[src/wrp_pkg.sv]
package wrp_pkg;

   // Fixed field widths of the request beat, and the width of the divider's step count.
   localparam int unsigned RND_BITS    = 32;
   localparam int unsigned WEIGHT_BITS = 16;
   localparam int unsigned STEP_BITS   = $clog2(RND_BITS);

   // Action codes carried by a request beat.
   localparam logic [1:0] ACT_ADD   = 2'd0;
   localparam logic [1:0] ACT_DRAW  = 2'd1;
   localparam logic [1:0] ACT_CLEAR = 2'd2;

   // Status codes returned in a response beat.
   localparam logic [1:0] ST_OK          = 2'd0;
   localparam logic [1:0] ST_EMPTY       = 2'd1;
   localparam logic [1:0] ST_ZERO_WEIGHT = 2'd2;
   localparam logic [1:0] ST_FULL        = 2'd3;

   typedef struct packed {
      logic [1:0]               action;
      logic signed [31:0]       new_value;
      logic [WEIGHT_BITS-1:0]   weight;
      logic [RND_BITS-1:0]      random_word;
   } req_type;

   typedef struct packed {
      logic               ok;
      logic signed [31:0] picked_value;
      logic [1:0]         status;
   } rsp_type;

   // Handshake between the sequencer and the remainder unit.
   typedef struct packed {
      logic start;
   } div_ctrl_type;

   typedef struct packed {
      logic busy;
      logic done;
   } div_stat_type;

endpackage

[src/weighted_random_picker_core.sv]
// Channel    | Ports                          | Handshake
// request    | start, busy, req_item          | beat taken when start && !busy
// response   | rsp_strobe, rsp_data           | one-cycle strobe, cannot be held off
//
// Add, clear, the unused action and a draw on an empty table answer in the cycle after the
// beat is taken. Any other draw runs through the bit-serial remainder unit (one quotient
// bit per cycle), which hands the remainder over as the search target; the draw then walks
// the table entry by entry until the target falls below an entry's running bound.
// The table is a memory with one write port and a registered read port, walked in order.
// Reset clears the entry count and running total; no sweep of the table is needed.
module weighted_random_picker_core #(
   parameter int unsigned MAX_ENTRIES = 16,
   parameter int unsigned VALUE_BITS  = 32
) (
   input  logic             clock,
   input  logic             reset,
   input  logic             start,
   output logic             busy,
   input  wrp_pkg::req_type req_item,
   output logic             rsp_strobe,
   output wrp_pkg::rsp_type rsp_data
);
   import wrp_pkg::*;

   localparam int unsigned IDX_BITS   = (MAX_ENTRIES > 1) ? $clog2(MAX_ENTRIES) : 1;
   localparam int unsigned CNT_BITS   = $clog2(MAX_ENTRIES + 1);
   localparam int unsigned TOTAL_BITS = WEIGHT_BITS + $clog2(MAX_ENTRIES);
   localparam int unsigned ROW_BITS   = VALUE_BITS + TOTAL_BITS;

   typedef enum logic [1:0] {
      S_IDLE,
      S_DIVIDE,
      S_SEARCH
   } state_type;

   state_type             state_ff, state_in;
   logic [CNT_BITS-1:0]   count_ff, count_in;
   logic [TOTAL_BITS-1:0] total_ff, total_in;
   logic [TOTAL_BITS-1:0] target_ff, target_in;
   logic [IDX_BITS-1:0]   idx_ff, idx_in;
   logic                  rsp_strobe_ff, rsp_strobe_in;
   rsp_type               rsp_data_ff, rsp_data_in;

   div_ctrl_type          div_ctrl;
   div_stat_type          div_stat;
   logic [TOTAL_BITS-1:0] div_rem;

   logic                  wr_en;
   logic [ROW_BITS-1:0]   wr_row;
   logic [IDX_BITS-1:0]   rd_addr;
   logic [ROW_BITS-1:0]   rd_row;
   logic [TOTAL_BITS-1:0] row_bound;
   logic signed [VALUE_BITS-1:0] row_value;
   logic                  last_entry;

   assign busy       = (state_ff != S_IDLE);
   assign row_bound  = rd_row[TOTAL_BITS-1:0];
   assign row_value  = rd_row[ROW_BITS-1:TOTAL_BITS];
   assign last_entry = (CNT_BITS'(idx_ff) + 1'b1) == count_ff;
   assign wr_row     = {req_item.new_value[VALUE_BITS-1:0],
                        total_ff + TOTAL_BITS'(req_item.weight)};

   // The read address runs one entry ahead while walking, and rests on entry zero otherwise.
   assign rd_addr = (state_ff == S_SEARCH) ? idx_ff + 1'b1 : '0;

   // Sequencer: a draw on a filled table divides then walks; all else answers at once.
   always_comb begin
      state_in      = state_ff;
      count_in      = count_ff;
      total_in      = total_ff;
      target_in     = target_ff;
      idx_in        = idx_ff;
      rsp_strobe_in = 1'b0;
      rsp_data_in   = rsp_data_ff;
      div_ctrl      = '0;
      wr_en         = 1'b0;
      case (state_ff)
         S_IDLE: begin
            if (start) begin
               rsp_data_in = '{ok: 1'b0, picked_value: '0, status: ST_OK};
               case (req_item.action)
                  ACT_ADD: begin
                     rsp_strobe_in = 1'b1;
                     if (req_item.weight == '0) begin
                        rsp_data_in.status = ST_ZERO_WEIGHT;
                     end else if (count_ff == CNT_BITS'(MAX_ENTRIES)) begin
                        rsp_data_in.status = ST_FULL;
                     end else begin
                        wr_en          = 1'b1;
                        total_in       = wr_row[TOTAL_BITS-1:0];
                        count_in       = count_ff + 1'b1;
                        rsp_data_in.ok = 1'b1;
                     end
                  end
                  ACT_DRAW: begin
                     if (count_ff == '0) begin
                        rsp_strobe_in      = 1'b1;
                        rsp_data_in.status = ST_EMPTY;
                     end else begin
                        div_ctrl.start = 1'b1;
                        state_in       = S_DIVIDE;
                     end
                  end
                  ACT_CLEAR: begin
                     rsp_strobe_in  = 1'b1;
                     count_in       = '0;
                     total_in       = '0;
                     rsp_data_in.ok = 1'b1;
                  end
                  default: begin
                     rsp_strobe_in = 1'b1;
                  end
               endcase
            end
         end
         S_DIVIDE: begin
            if (div_stat.done) begin
               target_in = div_rem;
               idx_in    = '0;
               state_in  = S_SEARCH;
            end
         end
         S_SEARCH: begin
            if (target_ff < row_bound) begin
               rsp_strobe_in = 1'b1;
               rsp_data_in   = '{ok: 1'b1, picked_value: 32'(row_value), status: ST_OK};
               state_in      = S_IDLE;
            end else if (last_entry) begin
               rsp_strobe_in = 1'b1;
               rsp_data_in   = '{ok: 1'b0, picked_value: '0, status: ST_EMPTY};
               state_in      = S_IDLE;
            end else begin
               idx_in = idx_ff + 1'b1;
            end
         end
         default: begin
            state_in = S_IDLE;
         end
      endcase
   end

   always_ff @(posedge clock) begin
      target_ff   <= target_in;
      idx_ff      <= idx_in;
      rsp_data_ff <= rsp_data_in;
      if (reset) begin
         state_ff      <= S_IDLE;
         count_ff      <= '0;
         total_ff      <= '0;
         rsp_strobe_ff <= 1'b0;
      end else begin
         state_ff      <= state_in;
         count_ff      <= count_in;
         total_ff      <= total_in;
         rsp_strobe_ff <= rsp_strobe_in;
      end
   end

   assign rsp_strobe = rsp_strobe_ff;
   assign rsp_data   = rsp_data_ff;

   wrp_divider #(
      .TOTAL_BITS (TOTAL_BITS)
   ) u_divider (
      .clock     (clock),
      .reset     (reset),
      .ctrl      (div_ctrl),
      .dividend  (req_item.random_word),
      .divisor   (total_ff),
      .stat      (div_stat),
      .remainder (div_rem)
   );

   wrp_table #(
      .DEPTH (MAX_ENTRIES),
      .WIDTH (ROW_BITS)
   ) u_table (
      .clock   (clock),
      .wr_en   (wr_en),
      .wr_addr (count_ff[IDX_BITS-1:0]),
      .wr_data (wr_row),
      .rd_addr (rd_addr),
      .rd_data (rd_row)
   );

`ifndef SYNTHESIS
   // The table never holds more entries than it has rows.
   assert property (@(posedge clock) disable iff (reset) count_ff <= CNT_BITS'(MAX_ENTRIES))
      else $error("entry count beyond table depth");
   // Weights are never zero, so an empty table and a zero total go together.
   assert property (@(posedge clock) disable iff (reset) (count_ff == '0) == (total_ff == '0))
      else $error("running total out of step with entry count");
   // The walk stays among written entries.
   assert property (@(posedge clock) disable iff (reset)
                    state_ff == S_SEARCH |-> CNT_BITS'(idx_ff) < count_ff)
      else $error("table walk past last entry");
   // A successful response always carries the ok status.
   assert property (@(posedge clock) disable iff (reset)
                    rsp_strobe_ff && rsp_data_ff.ok |-> rsp_data_ff.status == ST_OK)
      else $error("ok flag with failure status");
   // The divider only runs while a draw is under way.
   assert property (@(posedge clock) disable iff (reset)
                    div_stat.busy |-> state_ff == S_DIVIDE)
      else $error("remainder unit running outside a draw");
`endif

endmodule

[src/wrp_divider.sv]
module wrp_divider #(
   parameter int unsigned TOTAL_BITS = 20
) (
   input  logic                             clock,
   input  logic                             reset,
   input  wrp_pkg::div_ctrl_type            ctrl,
   input  logic [wrp_pkg::RND_BITS-1:0]     dividend,
   input  logic [TOTAL_BITS-1:0]            divisor,
   output wrp_pkg::div_stat_type            stat,
   output logic [TOTAL_BITS-1:0]            remainder
);
   import wrp_pkg::*;

   logic [TOTAL_BITS-1:0] rem_ff, rem_in;
   logic [RND_BITS-1:0]   quo_ff, quo_in;
   logic [TOTAL_BITS-1:0] div_ff, div_in;
   logic [STEP_BITS-1:0]  step_ff, step_in;
   logic                  busy_ff, busy_in;
   logic                  done_ff, done_in;

   logic [TOTAL_BITS:0]   shifted;
   logic [TOTAL_BITS+1:0] diff;

   // One restoring step: bring down the next dividend bit and try to subtract.
   assign shifted = {rem_ff, quo_ff[RND_BITS-1]};
   assign diff    = {1'b0, shifted} - {2'b00, div_ff};

   always_comb begin
      rem_in  = rem_ff;
      quo_in  = quo_ff;
      div_in  = div_ff;
      step_in = step_ff;
      busy_in = busy_ff;
      done_in = 1'b0;
      if (ctrl.start) begin
         rem_in  = '0;
         quo_in  = dividend;
         div_in  = divisor;
         step_in = '0;
         busy_in = 1'b1;
      end else if (busy_ff) begin
         rem_in  = diff[TOTAL_BITS+1] ? shifted[TOTAL_BITS-1:0] : diff[TOTAL_BITS-1:0];
         quo_in  = {quo_ff[RND_BITS-2:0], 1'b0};
         step_in = step_ff + 1'b1;
         if (step_ff == STEP_BITS'(RND_BITS - 1)) begin
            busy_in = 1'b0;
            done_in = 1'b1;
         end
      end
   end

   always_ff @(posedge clock) begin
      rem_ff  <= rem_in;
      quo_ff  <= quo_in;
      div_ff  <= div_in;
      step_ff <= step_in;
      if (reset) begin
         busy_ff <= 1'b0;
         done_ff <= 1'b0;
      end else begin
         busy_ff <= busy_in;
         done_ff <= done_in;
      end
   end

   assign stat.busy = busy_ff;
   assign stat.done = done_ff;
   assign remainder = rem_ff;

`ifndef SYNTHESIS
   // The partial remainder never reaches the divisor while a division runs.
   assert property (@(posedge clock) disable iff (reset) busy_ff |-> rem_ff < div_ff)
      else $error("partial remainder not below divisor");
`endif

endmodule

[src/wrp_table.sv]
module wrp_table #(
   parameter int unsigned DEPTH = 16,
   parameter int unsigned WIDTH = 52
) (
   input  logic                                  clock,
   input  logic                                  wr_en,
   input  logic [(DEPTH > 1 ? $clog2(DEPTH) : 1)-1:0] wr_addr,
   input  logic [WIDTH-1:0]                      wr_data,
   input  logic [(DEPTH > 1 ? $clog2(DEPTH) : 1)-1:0] rd_addr,
   output logic [WIDTH-1:0]                      rd_data
);
   import wrp_pkg::*;

   logic [WIDTH-1:0] mem [DEPTH];
   logic [WIDTH-1:0] rd_data_ff;

   // Single write port and a registered read port.
   always_ff @(posedge clock) begin
      if (wr_en) begin
         mem[wr_addr] <= wr_data;
      end
      rd_data_ff <= mem[rd_addr];
   end

   assign rd_data = rd_data_ff;

endmodule
[config.mk]
export PLATFORM = sky130hd
export DESIGN_NAME = weighted_random_picker_core
export DESIGN_NICKNAME = d
export VERILOG_FILES = /design/src/wrp_pkg.sv /design/src/weighted_random_picker_core.sv /design/src/wrp_divider.sv /design/src/wrp_table.sv
export SDC_FILE = /design/constraint.sdc
export NUM_CORES = 1
export LEC_CHECK = 0
export CAP_MARGIN = 25
export CORE_MARGIN = 8
export CORE_UTILIZATION = 35
export DETAILED_ROUTE_END_ITERATION = 10
export DONT_BUFFER_PORTS = 1
export PLACE_DENSITY = 0.53
export SLEW_MARGIN = 30
export SYNTH_ARGS = -nofsm -noshare
export SYNTH_HDL_FRONTEND = slang
export SYNTH_SLANG_ARGS = --single-unit
[constraint.sdc]
create_clock -name clock -period 6.45 [get_ports clock]
set_clock_uncertainty 0.2 [all_clocks]
set_input_delay 0.645 -clock clock [delete_from_list [all_inputs] [get_ports clock]]
set_output_delay 0.645 -clock clock [all_outputs]
set_load 0.01 [all_outputs]
==> results.py <==
metrics = {
    "routing": {
        "drt_wl_total_um": 99800,
        "drt-initial-drc-count": 1656,
        "vias_per_cell": 5.28,
        "first_pass_iters": 5,
        "wire_per_inst_um": 24.4,
        "drcViolationCount": 0,
        "dr_total_vias": 21500,
        "final_antenna_net_count": 0,
    },
    "clock_network": {
        "clockBufferDepth": 3,
        "cts_tree": "done",
        "numClockSinks": 1050,
        "clk_pin_slew_ns": 0.06,
        "clk_latency_ns": 0.70,
        "ctsResizeCount": 0,
        "htree_num_levels": 3,
        "cts_setup_buffers": 0,
        "numCtsBuffers": 110,
        "cts_root_buf": "clkbuf_16",
    },
    "die": {
        "die_height_um": 360,
        "fp.coreArea_um2": 118000,
        "die_w_um": 360,
        "start_util_pct": 35.2,
        "die-area_um2": 130000,
        "design.portCount": 122,
        "num_rows": 126,
    },
    "pwr": {
        "leakage_nw": 15.8,
        "powerDensity_nw_per_um2": 320,
        "total_power_mw": 15.5,
        "ir_drop_v": 0.000222,
    },
    "final_layout": {
        "final_cell_mix": "edfxtp_1 (943), nand2_1 (247), mux4_2 (208)",
        "layout-drive-gt1-share_pct": 19.4,
        "fin_cells": 4082,
        "multi_input_area_um2": 10500,
        "seq_area_um2": 30500,
        "finalNetCount": 2594,
        "area_growth_pct": 16.8,
        "fillers": 10400,
        "final_common_cell": "edfxtp_1",
    },
    "min_path": {
        "min-delay-start": "req_item[80]",
        "hp-class": "primary input to flip-flop",
    },
    "sta": {
        "report.final.setup_viol": 0,
        "min_period_ns": 3.86,
        "timing.final.crit_share_pct": 59.9,
        "final_max_slew_viol_count": 0,
        "rsz0062_at_grt": "false",
        "tns_ns": 0,
        "timing.fmax_mhz": 259,
        "worst_slack_ns": 2.59,
        "relSlewSlack_pct": 35.8,
        "hold_viol_final": 0,
        "worst_pin_slew_ns": 0.958,
    },
    "synthesis": {
        "yosys-top-cells-area": "edfxtp_1 (68%), mux4_2 (11%), dfxtp_1 (5.2%)",
        "yosysSeqAreaShare_pct": 73.6,
        "netlist.area_leader.share_pct": 68.4,
        "synth_cells": 2323,
        "yosys.area.top_type": "edfxtp_1",
        "yosysWarningCount": 0,
        "synth_edf_count": 943,
        "syn_avg_cell_area_um2": 17.8,
        "ys_ff_latch": 1050,
        "async_flop_share_pct": 0,
        "synth.net_count": 2472,
        "yosysUniqueCellTypes": 72,
        "syn-cell-area_um2": 41400,
        "synthFlopType": "edfxtp_1",
    },
    "placed_design": {
        "portBuffers": 0,
        "hpwlAfterDp_um": 56000,
        "finalWeightedCongestion": 0.805,
        "dpl.cell_count": 3802,
        "dp_slack_ns": 2.05,
    },
    "run_status": {
        "status": "completed",
    },
    "critical_path": {
        "path_class": "flip-flop to flip-flop",
        "endpoint_kind": "flip-flop",
        "cp_max_fo": 21,
        "crit_arrival_ns": 4.00,
        "reg2reg_from": "state_ff[0]",
        "required_ns": 6.59,
        "startpoint_type": "flip-flop",
        "cp-startpoint": "state_ff[0]",
    },
    "global_route": {
        "grt-ovfl-total": 0,
        "grt_usage_pct": 15.0,
        "first_global_vias": 22600,
        "grt_max_degree": 106,
        "grt_antenna_before_repair": 10,
        "grt_pass1_wl_um": 149000,
    },
    "flow_run": {
        "cap_viol_max_count": 0,
    },
}
[per-stage QoR]
| stage | util [%] | area (µm²) | hold WS (ns) |
|---|---|---|---|
| 6_report | 41.1 | 48400 | 0.0970 |
| 3_3_place_gp | 36.9 | 43500 | 0.256 |
| 5_1_grt | 41.1 | 48400 | 0.0778 |
| 2_1_floorplan | - | 41400 | 0.206 |
| 4_1_cts | 41.0 | 48300 | 0.0504 |
| 3_5_place_dp | 37.1 | 43700 | 0.255 |
[report_power, final]
part	leakage, nW	internal, mW	total (mW)	switching (mW)
Clock	1.89	4.06	6.77	2.71
Sequential	9.46	7.57	7.70	0.130
Combinational	4.49	0.378	1.01	0.627
[routing by layer]
metal	wire length (µm)	track usage, %	up-vias
met5	40	0	-
met4	1980	3.39	6
met3	6020	3.34	145
met2	46700	24.2	578
met1	45000	20.9	11300
li1	-	-	9475
[cells by family (layout without fill, tap and decap cells)]
logic type | Yosys count | in the layout | synth area share (%)
flip-flops | 1050 | 1050 | 73.6
AND/OR/NAND/NOR | 501 | 501 | 5.74
AO/OA/AOI/OAI | 290 | 290 | 4.80
multiplexers | 213 | 213 | 11.4
buffers and inverters | 166 | 385 | 1.67
adder cells (fa/ha/maj) | 64 | 64 | 1.97
XOR/XNOR | 39 | 39 | 0.825
other | 0 | 4 | 0
[final cells by class]
class	count	share of cell area, %
Sequential cell	1050	63.0
Multi-Input combinational cell	1107	21.8
Clock buffer	146	6.20
Tap cell	1536	3.97
Timing Repair Buffer	123	2.71
Clock inverter	63	1.96
Inverter	53	0.427
Antenna cell	4	0.0207
[worst max-delay path: stages, from the launching register on]
cell and delay, ns:
dfxtp_1 0.38, or3b_1 0.46, nor3_1 0.20, and3_1 0.66, nand2_1 0.39, nor2_4 0.76, buf_4 0.48
[final timing paths]
kind | endpoint | slack, ns | cells past startpoint
worst max register to register | u_table.mem[11][10] | 2.59 | 6
worst min register to register | u_divider.div_ff[0] | 0.27 | 0
worst min-delay path | count_ff[2] | 0.1 | 4
worst max-delay path | u_table.mem[11][10] | 2.59 | 6
[cells in the mapped netlist (6+ instances only)]
| cell type | instances |
|---|---|
| inv_1 | 52 |
| o21a_1 | 9 |
| xnor2_1 | 20 |
| nand3_1 | 17 |
| o21ai_0 | 28 |
| dfxtp_1 | 107 |
| a21o_1 | 14 |
| xor2_1 | 19 |
| buf_4 | 6 |
| a22oi_1 | 10 |
| and2_1 | 87 |
| nand2_1 | 248 |
| clkbuf_1 | 70 |
| a22o_1 | 7 |
| nand2b_1 | 14 |
| ha_1 | 62 |
| a211oi_1 | 61 |
| a21oi_1 | 36 |
| nand4_1 | 11 |
| mux4_2 | 208 |
| nor2b_1 | 9 |
| buf_2 | 37 |
| edfxtp_1 | 943 |
| a31oi_1 | 75 |
| o211ai_1 | 6 |
| nor3_1 | 11 |
| nor2_1 | 60 |
| and3_1 | 6 |
[timing repair]
item | CTS | global route
hold buffers | 65 | 0
setup endpoints to repair | 0 | 0
hold endpoints to repair | 562 | 0
[flip-flops by register name (all words and copies together) (netlist names), 20 cells and up]
register	cells
u_divider.quo_ff	32
u_table.mem	832
u_divider.div_ff	20
u_divider.remainder	20
target_ff	20
total_ff	20
rsp_data	35
u_table.rd_data	52
(Power assumes the default switching activity.)
